### config.mk
export PLATFORM = sky130hd
export DESIGN_NAME = raycast_column_setup_top_flat
export DESIGN_NICKNAME = d
export VERILOG_FILES = /design/src/rtl/rcs_pkg.sv /design/src/rtl/rcs_if.sv /design/src/rtl/raycast_column_setup_top.sv /design/src/flat_wrapper.sv
export SDC_FILE = /design/constraint.sdc
export NUM_CORES = 2
export LEC_CHECK = 0
export BUFFER_PORTS_ARGS = -buffer_cell sky130_fd_sc_hd__buf_2
export CAP_MARGIN = 20
export CORE_MARGIN = 1.5
export CORE_UTILIZATION = 56
export CTS_CLUSTER_SIZE = 8
export DETAILED_ROUTE_END_ITERATION = 10
export PLACE_DENSITY = 0.85
export SETUP_SLACK_MARGIN = 0.2
export SYNTH_ARGS = -nofsm -noshare
export SYNTH_HDL_FRONTEND = slang
export SYNTH_SLANG_ARGS = --single-unit
export TNS_END_PERCENT = 10
### constraint.sdc
create_clock -name clk_i -period 9.9 [get_ports clk_i]
set_input_delay 1.98 -clock clk_i [delete_from_list [all_inputs] [get_ports clk_i]]
set_output_delay 1.98 -clock clk_i [all_outputs]
set_load 0.02 [all_outputs]
### src/rtl/rcs_pkg.sv
// Shared widths and derived constants for the raycast column setup block.
package rcs_pkg;

  localparam int SCREEN_HEIGHT = 480;
  localparam int TEX_SIZE      = 64;
  localparam int FRAC_BITS     = 16;

  // Field widths
  localparam int DIST_W = 32;
  localparam int DIR_W  = 20;
  localparam int LH_W   = 16;
  localparam int ROW_W  = 9;
  localparam int TEX_W  = 6;

  // Wall coordinate keeps 2*FRAC_BITS fraction bits
  localparam int WALL_W = 2 * FRAC_BITS;

  // Height divider
  localparam logic [63:0] DIVIDEND = 64'(SCREEN_HEIGHT) << FRAC_BITS;
  localparam int          DVD_W    = $clog2(DIVIDEND + 64'd1);
  localparam int          SHIFT_W  = DIST_W + LH_W;
  // Quotient exceeds the height range exactly when perp_dist is at most this
  localparam logic [63:0] SAT_LIM  = DIVIDEND >> LH_W;
  localparam int          DIV_BITS = 2;
  localparam int          DIV_STG  = LH_W / DIV_BITS;

  // Row arithmetic
  localparam int RSUM_W   = LH_W + 1;
  localparam int HALF_ROW = SCREEN_HEIGHT / 2;
  localparam int LAST_ROW = SCREEN_HEIGHT - 1;

  // Texture index
  localparam int TIX_W   = (TEX_SIZE > 2) ? $clog2(TEX_SIZE) : 1;
  localparam int TPROD_W = WALL_W + $clog2(TEX_SIZE) + 1;

  localparam logic [LH_W-1:0] LH_MAX = '1;

endpackage

### src/rtl/rcs_if.sv
// Valid/ready channel interfaces for column items and column results.
interface rcs_in_if import rcs_pkg::*; ();
  logic                    valid;
  logic                    ready;
  logic                    hit_side;
  logic [DIST_W-1:0]       side_dist_x;
  logic [DIST_W-1:0]       side_dist_y;
  logic [DIST_W-1:0]       delta_dist_x;
  logic [DIST_W-1:0]       delta_dist_y;
  logic [DIST_W-1:0]       pos_x;
  logic [DIST_W-1:0]       pos_y;
  logic signed [DIR_W-1:0] ray_dir_x;
  logic signed [DIR_W-1:0] ray_dir_y;

  modport source (
    output valid, hit_side, side_dist_x, side_dist_y, delta_dist_x, delta_dist_y,
           pos_x, pos_y, ray_dir_x, ray_dir_y,
    input  ready
  );
  modport sink (
    input  valid, hit_side, side_dist_x, side_dist_y, delta_dist_x, delta_dist_y,
           pos_x, pos_y, ray_dir_x, ray_dir_y,
    output ready
  );
endinterface

interface rcs_out_if import rcs_pkg::*; ();
  logic              valid;
  logic              ready;
  logic [DIST_W-1:0] perp_dist;
  logic [LH_W-1:0]   line_height;
  logic [ROW_W-1:0]  draw_start;
  logic [ROW_W-1:0]  draw_end;
  logic [TEX_W-1:0]  tex_column;

  modport source (
    output valid, perp_dist, line_height, draw_start, draw_end, tex_column,
    input  ready
  );
  modport sink (
    input  valid, perp_dist, line_height, draw_start, draw_end, tex_column,
    output ready
  );
endinterface

### src/rtl/raycast_column_setup_top.sv
// Wall column projection: perpendicular distance, line height, draw rows, texture column.
//
//   channel | dir | transaction
//   --------+-----+------------------------------------------------------------
//   in_i    | in  | hit side, side/delta distances, position, ray direction
//   out_o   | out | perp_dist, line_height, draw_start, draw_end, tex_column
//
// One column enters per cycle unless every stage holds a column and the output stalls;
// each result passes through 11 register stages: the radix-4 height divider
// (8 stages of 2 quotient bits) plus the distance, multiply and row stages around it.
// Every stage has its own valid bit and loads when it is empty or its
// successor moves, so bubbles close up behind a stalled output.
// Reset clears the valid bits only.
module raycast_column_setup_top import rcs_pkg::*; (
  input  logic  clk_i,
  input  logic  rst_ni,
  rcs_in_if.sink     in_i,
  rcs_out_if.source  out_o
);

  localparam int NSTG = DIV_STG + 3;

  typedef struct packed {
    logic [DIST_W-1:0]       perp;
    logic signed [DIR_W-1:0] dir;
    logic [FRAC_BITS-1:0]    pos_lo;
    logic                    mirror;
    logic [WALL_W-1:0]       prod;
    logic                    sat;
    logic [DVD_W-1:0]        rem;
    logic [LH_W-1:0]         quo;
    logic [TIX_W-1:0]        tex;
    logic [ROW_W-1:0]        row_start;
    logic [ROW_W-1:0]        row_end;
  } stage_t;

  stage_t            stg_q [NSTG];
  stage_t            stg_d [NSTG];
  logic [NSTG-1:0]   vld_q;
  logic [NSTG-1:0]   vld_in;
  logic [NSTG:0]     rdy;

  // Valid bit offered to each stage by its predecessor
  assign vld_in = {vld_q[NSTG-2:0], in_i.valid};

  // Stage k moves when empty or when stage k+1 moves
  always_comb begin
    rdy[NSTG] = out_o.ready;
    for (int k = NSTG - 1; k >= 0; k--) begin
      rdy[k] = !vld_q[k] || rdy[k+1];
    end
  end

  assign in_i.ready = rdy[0];

  always_comb begin
    logic [DIST_W-1:0]  sd;
    logic [DIST_W-1:0]  dd;
    logic               pos_dir;
    logic [WALL_W-1:0]  mul_a;
    logic [WALL_W-1:0]  mul_b;
    logic [WALL_W-1:0]  wall;
    logic [TPROD_W-1:0] tprod;
    logic [TIX_W-1:0]   tix;
    logic [SHIFT_W-1:0] dsh;
    logic [LH_W-1:0]    lh;
    logic [LH_W-2:0]    hl;
    logic [RSUM_W-1:0]  rsum;
    int                 bitpos;

    // Stage 0: perpendicular distance and per-side selection
    stg_d[0] = stg_q[0];
    sd = in_i.hit_side ? in_i.side_dist_y : in_i.side_dist_x;
    dd = in_i.hit_side ? in_i.delta_dist_y : in_i.delta_dist_x;
    stg_d[0].perp   = (sd >= dd) ? (sd - dd) : '0;
    stg_d[0].dir    = in_i.hit_side ? in_i.ray_dir_x : in_i.ray_dir_y;
    stg_d[0].pos_lo = in_i.hit_side ? in_i.pos_x[FRAC_BITS-1:0]
                                    : in_i.pos_y[FRAC_BITS-1:0];
    pos_dir = !in_i.ray_dir_x[DIR_W-1] && (in_i.ray_dir_x != '0);
    stg_d[0].mirror = in_i.hit_side ? in_i.ray_dir_y[DIR_W-1] : pos_dir;

    for (int k = 1; k < NSTG; k++) begin
      stg_d[k] = stg_q[k-1];

      // Stage 1: wall offset product, saturation check, divider seed
      if (k == 1) begin
        mul_a = WALL_W'(stg_q[0].perp);
        mul_b = WALL_W'(stg_q[0].dir);
        stg_d[k].prod = mul_a * mul_b;
        stg_d[k].sat  = (stg_q[0].perp <= DIST_W'(SAT_LIM));
        stg_d[k].rem  = DVD_W'(DIVIDEND);
        stg_d[k].quo  = '0;
      end

      // Texture column from the wall fraction
      if (k == 2) begin
        wall  = {stg_q[1].pos_lo, {FRAC_BITS{1'b0}}} + stg_q[1].prod;
        tprod = TPROD_W'(wall) * TPROD_W'(TEX_SIZE);
        tix   = TIX_W'(tprod >> WALL_W);
        stg_d[k].tex = stg_q[1].mirror ? (TIX_W'(TEX_SIZE - 1) - tix) : tix;
      end

      // Restoring division, DIV_BITS quotient bits per stage, MSB first
      if (k >= 2 && k <= DIV_STG + 1) begin
        for (int b = 0; b < DIV_BITS; b++) begin
          bitpos = LH_W - 1 - (k - 2) * DIV_BITS - b;
          dsh = SHIFT_W'(stg_d[k].perp) << bitpos;
          if (SHIFT_W'(stg_d[k].rem) >= dsh) begin
            stg_d[k].rem = stg_d[k].rem - DVD_W'(dsh);
            stg_d[k].quo = {stg_d[k].quo[LH_W-2:0], 1'b1};
          end else begin
            stg_d[k].quo = {stg_d[k].quo[LH_W-2:0], 1'b0};
          end
        end
      end

      // Final stage: saturate height, clamp rows
      if (k == NSTG - 1) begin
        lh = stg_q[k-1].sat ? LH_MAX : stg_q[k-1].quo;
        hl = lh[LH_W-1:1];
        stg_d[k].quo = lh;
        if (RSUM_W'(hl) >= RSUM_W'(HALF_ROW)) begin
          stg_d[k].row_start = '0;
        end else begin
          stg_d[k].row_start = ROW_W'(RSUM_W'(HALF_ROW) - RSUM_W'(hl));
        end
        rsum = RSUM_W'(HALF_ROW) + RSUM_W'(hl);
        if (rsum >= RSUM_W'(SCREEN_HEIGHT)) begin
          stg_d[k].row_end = ROW_W'(LAST_ROW);
        end else begin
          stg_d[k].row_end = ROW_W'(rsum);
        end
      end
    end
  end

  always_ff @(posedge clk_i or negedge rst_ni) begin
    if (!rst_ni) begin
      vld_q <= '0;
    end else begin
      for (int k = 0; k < NSTG; k++) begin
        if (rdy[k]) begin
          vld_q[k] <= vld_in[k];
        end
      end
    end
  end

  // Payload registers load only with a live transaction
  always_ff @(posedge clk_i) begin
    for (int k = 0; k < NSTG; k++) begin
      if (rdy[k] && vld_in[k]) begin
        stg_q[k] <= stg_d[k];
      end
    end
  end

  assign out_o.valid       = vld_q[NSTG-1];
  assign out_o.perp_dist   = stg_q[NSTG-1].perp;
  assign out_o.line_height = stg_q[NSTG-1].quo;
  assign out_o.draw_start  = stg_q[NSTG-1].row_start;
  assign out_o.draw_end    = stg_q[NSTG-1].row_end;
  assign out_o.tex_column  = TEX_W'(stg_q[NSTG-1].tex);

`ifndef ASSERT_OFF
  // Input may only stall when every stage holds a transaction
  a_stall_full: assert property (@(posedge clk_i) disable iff (!rst_ni)
    !in_i.ready |-> (&vld_q))
    else $error("input stalled with a bubble in the pipeline");

  a_near_sat: assert property (@(posedge clk_i) disable iff (!rst_ni)
    out_o.valid && (out_o.perp_dist <= DIST_W'(SAT_LIM)) |->
      (out_o.line_height == LH_MAX))
    else $error("line height not saturated for a near wall");

  a_row_order: assert property (@(posedge clk_i) disable iff (!rst_ni)
    out_o.valid |-> (out_o.draw_start <= out_o.draw_end))
    else $error("draw_start beyond draw_end");

  a_full_column: assert property (@(posedge clk_i) disable iff (!rst_ni)
    out_o.valid && (out_o.line_height == LH_MAX) |->
      (out_o.draw_start == '0) && (out_o.draw_end == ROW_W'(LAST_ROW)))
    else $error("saturated height does not span the screen");
`endif

endmodule

### src/flat_wrapper.sv
// flat-port wrapper written by rule: the top's interface ports become plain ports
module raycast_column_setup_top_flat import rcs_pkg::*;
  (clk_i, rst_ni, in_i_valid, in_i_hit_side, in_i_side_dist_x, in_i_side_dist_y, in_i_delta_dist_x, in_i_delta_dist_y, in_i_pos_x, in_i_pos_y, in_i_ray_dir_x, in_i_ray_dir_y, in_i_ready, out_o_valid, out_o_perp_dist, out_o_line_height, out_o_draw_start, out_o_draw_end, out_o_tex_column, out_o_ready);
  rcs_in_if in_i_i ();
  rcs_out_if out_o_i ();
  input  logic clk_i;
  input  logic rst_ni;
  input wire logic [$bits(in_i_i.valid)-1:0] in_i_valid;
  input wire logic [$bits(in_i_i.hit_side)-1:0] in_i_hit_side;
  input wire logic [$bits(in_i_i.side_dist_x)-1:0] in_i_side_dist_x;
  input wire logic [$bits(in_i_i.side_dist_y)-1:0] in_i_side_dist_y;
  input wire logic [$bits(in_i_i.delta_dist_x)-1:0] in_i_delta_dist_x;
  input wire logic [$bits(in_i_i.delta_dist_y)-1:0] in_i_delta_dist_y;
  input wire logic [$bits(in_i_i.pos_x)-1:0] in_i_pos_x;
  input wire logic [$bits(in_i_i.pos_y)-1:0] in_i_pos_y;
  input wire logic [$bits(in_i_i.ray_dir_x)-1:0] in_i_ray_dir_x;
  input wire logic [$bits(in_i_i.ray_dir_y)-1:0] in_i_ray_dir_y;
  output wire logic [$bits(in_i_i.ready)-1:0] in_i_ready;
  output wire logic [$bits(out_o_i.valid)-1:0] out_o_valid;
  output wire logic [$bits(out_o_i.perp_dist)-1:0] out_o_perp_dist;
  output wire logic [$bits(out_o_i.line_height)-1:0] out_o_line_height;
  output wire logic [$bits(out_o_i.draw_start)-1:0] out_o_draw_start;
  output wire logic [$bits(out_o_i.draw_end)-1:0] out_o_draw_end;
  output wire logic [$bits(out_o_i.tex_column)-1:0] out_o_tex_column;
  input wire logic [$bits(out_o_i.ready)-1:0] out_o_ready;
  assign in_i_i.valid = in_i_valid;
  assign in_i_i.hit_side = in_i_hit_side;
  assign in_i_i.side_dist_x = in_i_side_dist_x;
  assign in_i_i.side_dist_y = in_i_side_dist_y;
  assign in_i_i.delta_dist_x = in_i_delta_dist_x;
  assign in_i_i.delta_dist_y = in_i_delta_dist_y;
  assign in_i_i.pos_x = in_i_pos_x;
  assign in_i_i.pos_y = in_i_pos_y;
  assign in_i_i.ray_dir_x = in_i_ray_dir_x;
  assign in_i_i.ray_dir_y = in_i_ray_dir_y;
  assign in_i_ready = in_i_i.ready;
  assign out_o_valid = out_o_i.valid;
  assign out_o_perp_dist = out_o_i.perp_dist;
  assign out_o_line_height = out_o_i.line_height;
  assign out_o_draw_start = out_o_i.draw_start;
  assign out_o_draw_end = out_o_i.draw_end;
  assign out_o_tex_column = out_o_i.tex_column;
  assign out_o_i.ready = out_o_ready;
  raycast_column_setup_top u_core (.clk_i(clk_i), .rst_ni(rst_ni), .in_i(in_i_i), .out_o(out_o_i));
endmodule
### After elaboration in Yosys (flattened, before gate mapping)

Memory sizes are Yosys's and may differ from the RTL's.
Index checks and enable logic that the tools add are counted.

* bits in writable memories: 1837
* memories kept: 1
* input bits: 237
* register bits after elaboration: 11
* logic and storage cells: 154

Memory list
* u_core.stg_q: words 11, bits a word 167, rd ports 11, clocked after Yosys merged registers in 0, wr ports 11, RTL line raycast_column_setup_top.sv:37 `stage_t stg_q [NSTG];`

* $lt $le $gt $ge: 20
* multipliers: 1
* reductions and logical operators: 36
* mux-type cells: 64
* $add $sub $neg: 21

Operators by type and width (count)
* $mux W25: 16
* $sub A25 B25 Y25: 16
* $mux W32: 3
* $ge A25 B47 Y1: 1
* $ge A25 B46 Y1: 1
* $ge A25 B45 Y1: 1
* $ge A25 B44 Y1: 1
* $ge A25 B43 Y1: 1
* $ge A25 B42 Y1: 1
* $ge A25 B41 Y1: 1
* $ge A25 B40 Y1: 1
* $ge A25 B39 Y1: 1
* $mux W1: 39
* $ge A25 B38 Y1: 1
* $ge A25 B37 Y1: 1
* $ge A25 B36 Y1: 1
* $ge A25 B35 Y1: 1
* $ge A25 B34 Y1: 1
* $ge A25 B33 Y1: 1
* $add A32 B32 Y32: 1
* $ge A25 B32 Y1: 1
* $ge A32 B32 Y1: 1
* $le A32 B9 Y1 const B: 1
* $mul A32 B20 Y32: 1
* other kinds (14): 48

### Longest topological paths before layout

* depth in word-level cells: 15
* depth in mapped cells: 29
* mapped depth without buffers: 27

### Least setup slack after synthesis

No wires, ideal clock.

* path kind: register to register
* start: memory u_core.stg_q[0][147] (netlist name)
* end: memory u_core.stg_q[1][97] (netlist name) (data pin)
* cell stages (with the launch flop): 27
* slack: 2.683 ns
* arrival: 6.957 ns
* data required time: 9.640 ns
* path buffers: 2
* library setup time: 0.260 ns
* cells stage by stage: edfxtp_1 clkbuf_1 clkbuf_1 and2_1 fa_1 fa_1 inv_1 fa_1 inv_1 fa_1 fa_1 fa_1 inv_1 fa_1 inv_1 ha_1 a211oi_1 nand2_1 a21oi_1 nor3_1 a211oi_1 o21ai_1 a41oi_1 a21oi_1 a21o_1 a21oi_1 xnor2_1

RTL lines (RTL line)
* start, declared: raycast_column_setup_top.sv:37

==> out/metrics.yaml <==
status:
  status: "finished, final reports clean"
floorplanning:
  ioPinCount: 311
  die_x_um: 312
  die_y_um: 312
  core_mm2: 0.0947
  die_area_mm2: 0.0972
  num_rows: 113
  initial_core_util_pct: 56.3
worst_setup_path:
  worstPathMaxFanout: 22
  start_kind: "flop"
  max_stage_delay_ps: 1020
  path_cells: "and2_1, fa_1, fa_1, inv_1, fa_1, inv_1, fa_1, fa_1, fa_1, inv_1, fa_1, inv_1, ha_1, a211oi_1, o211ai_1, a31oi_1, nor2b_1, a211oi_1, o21ai_1, a41oi_1, a21oi_1, a21o_1, a21oi_1, xnor2_1"
  r2r-start: "u_core.stg_q[0][147]"
  cp-end-kind: "flop"
  cp.arrival_ps: 9120
  path_common_cell: "fa_1"
  worstSetupPathType: "reg2reg"
  required_ps: 10300
  critPathLaunch: "u_core.stg_q[0][147]"
  cp_slowest_cell: "edfxtp_1"
final_layout:
  drive_above_1_share_pct: 13.0
  antenna_cells: 0
  final_cell_mix: "edfxtp_1 (710), inv_1 (674), ha_1 (418), fa_1 (361), nand2_1 (351)"
  fin_util_pct: 62.2
  area_delta_synth_final_pct: 10.5
  layout_commonest_cell: "edfxtp_1"
  nNetsFinal: 6169
clock_network:
  cts_root_buf: "clkbuf_16"
  cts_sinks: 721
  cts_buffers: 100
  clk_latency_ps: 670
  cts_hold_buf: 0
  cts_buffer_depth: 3
  clk_pin_slew_ps: 50
  h-tree-depth: 3
  post_cts_resized: 0
  cts_setup_buffers: 0
  tritoncts: "done"
timing:
  setup_viol: 0
  timing.hold.ws_ps: 396
  period_share_pct: 88.0
  fin_crit_ps: 8710
  grt_setup_unrepaired: "no"
  tightest_slew_ps: 1100
  hold_viol: 0
  setup_tns_ps: 0
  slew_headroom_pct: 26.4
  skew_ps: 45.3
  fmax_ghz: 0.115
  maxSlewViolCount: 0
synthesis:
  yosysTopAreaCell: "edfxtp_1"
  synth_warnings: 0
  ys_top_cells_by_area: "edfxtp_1 (40%), fa_1 (14%), ha_1 (9.8%)"
  netlist_area_mm2: 0.0534
  synth-seq-cells: 721
  synth-edff-count: 710
  syn_nets: 5876
  synth_area_per_cell_um2: 11.0
  syn_inst: 4860
  yosys.area.top_type_share_pct: 40.0
  synth_cell_types: 78
  yosysSeqAreaShare_pct: 40.5
  synth_async_sr_flop_share_pct: 1.53
  ys.flop_type: "edfxtp_1"
grt:
  grt_max_degree: 73
  grt_pass1_wl_um: 190000
  grt_pass1_vias: 38500
  antenna_found_initial: 0
  overflow: 0
  track_usage_pct: 24.3
drt:
  dr.pass1.iters: 8
  via_per_inst: 5.68
  postRouteAntennaNets: 0
  wl_per_cell_um: 18.2
  vias: 36600
  drc: 0
  routed_wl_um: 117000
  drtIter0Drc: 2314
worst_hold_path:
  hp-start: "u_core.stg_q[3][24]"
  hold_path.class: "reg2reg"
job:
  drv_cap: 0
placement:
  hpwl_um: 87200
  place_congestion: 0.903
  io_buffers: 278
[layout make-up]
type,instances,area (um2)
inverter,675,2530
clock buffer,115,2580
timing repair buffer,324,1760
clock inverter,8,148
fill,7036,35800
multi-input combinational,3331,28700
tap,1265,1580
sequential,721,21600
[critical path: cells and delay by family, from the launching register on]
| family | cells | cell delay [ps] |
|---|---|---|
| buffers and inverters | 4 | 220 |
| xor gates and xnor gates | 1 | 80 |
| and+or+nand+nor | 2 | 360 |
| adders and majority gates | 8 | 3940 |
| AOI/OAI and AO/OA | 9 | 2800 |
| DFF | 1 | 1020 |
[final timing paths]
| path | end | slack [ps] | cells past startpoint |
|---|---|---|---|
| min in group asynchronous | u_core.vld_q[6] | 1180 | 1 |
| max in group asynchronous | u_core.vld_q[4] | 8510 | 1 |
| max reg2reg | u_core.stg_q[1][97] | 1190 | 24 |
| max | u_core.stg_q[1][97] | 1190 | 24 |
| min | u_core.stg_q[4][26] | 400 | 0 |
| min reg2reg | u_core.stg_q[4][26] | 400 | 0 |
[per-layer routing]
layer	wire length [um]	up-vias	global-route usage (%)
met4	5540	0	11.4
met3	6930	386	3.73
met1	43300	17700	26.7
met5	0	-	0
met2	61600	1350	45.4
li1	-	17200	-
[per-stage QoR]
| stage | cell area (um2) | setup WS [ps] | std cells |
|---|---|---|---|
| after floorplan | 53400 | 2680 | 4860 |
| after global placement | 56200 | 1630 | 6315 |
| after detailed placement | 56200 | 1410 | 6315 |
| after CTS | 58900 | 1360 | 6438 |
| after global routing | 58900 | 899 | 6439 |
| final | 58900 | 1190 | 6439 |
[cells in the mapped netlist, drive strengths merged, types with 6 or more instances]
cell type and instances:
mux2i 45, clkbuf 98, or3 20, nor2b 45, ha 418, or4 8, mux2 171, nor4 45
a21o 101, dfrtp 11, o31ai 17, xor2 107, nand2 351, o21bai 27, o21ai 176, and2 279
a31o 9, a31oi 28, o211ai 11, nor2 256, a41oi 6, o21a 41, fa 361, o41ai 6
nand2b 65, and3 22, buf 35, nand3 39, a21boi 23, nor3 61, edfxtp 710, xnor2 178
inv 674, a211oi 28, or2 26, a21oi 242, nand4 54
[state kept, by name (all words and copies together) (netlist names)]
register	count
u_core.stg_q	710
u_core.vld_q	11
[kinds of logic after synthesis]
logic type                 Yosys count  share of synthesized area [%]
AOI/OAI and AO/OA                  764                           9.15
adders and majority gates          779                           23.3
DFF                                721                           40.5
xor gates and xnor gates           285                           4.68
and+or+nand+nor                   1287                           12.1
buffers and inverters              808                           5.80
muxes                              216                           4.45
Power is left out: the tool's default activity adds up to more than one toggle a clock period on the data nets, which glitch-free logic cannot reach.
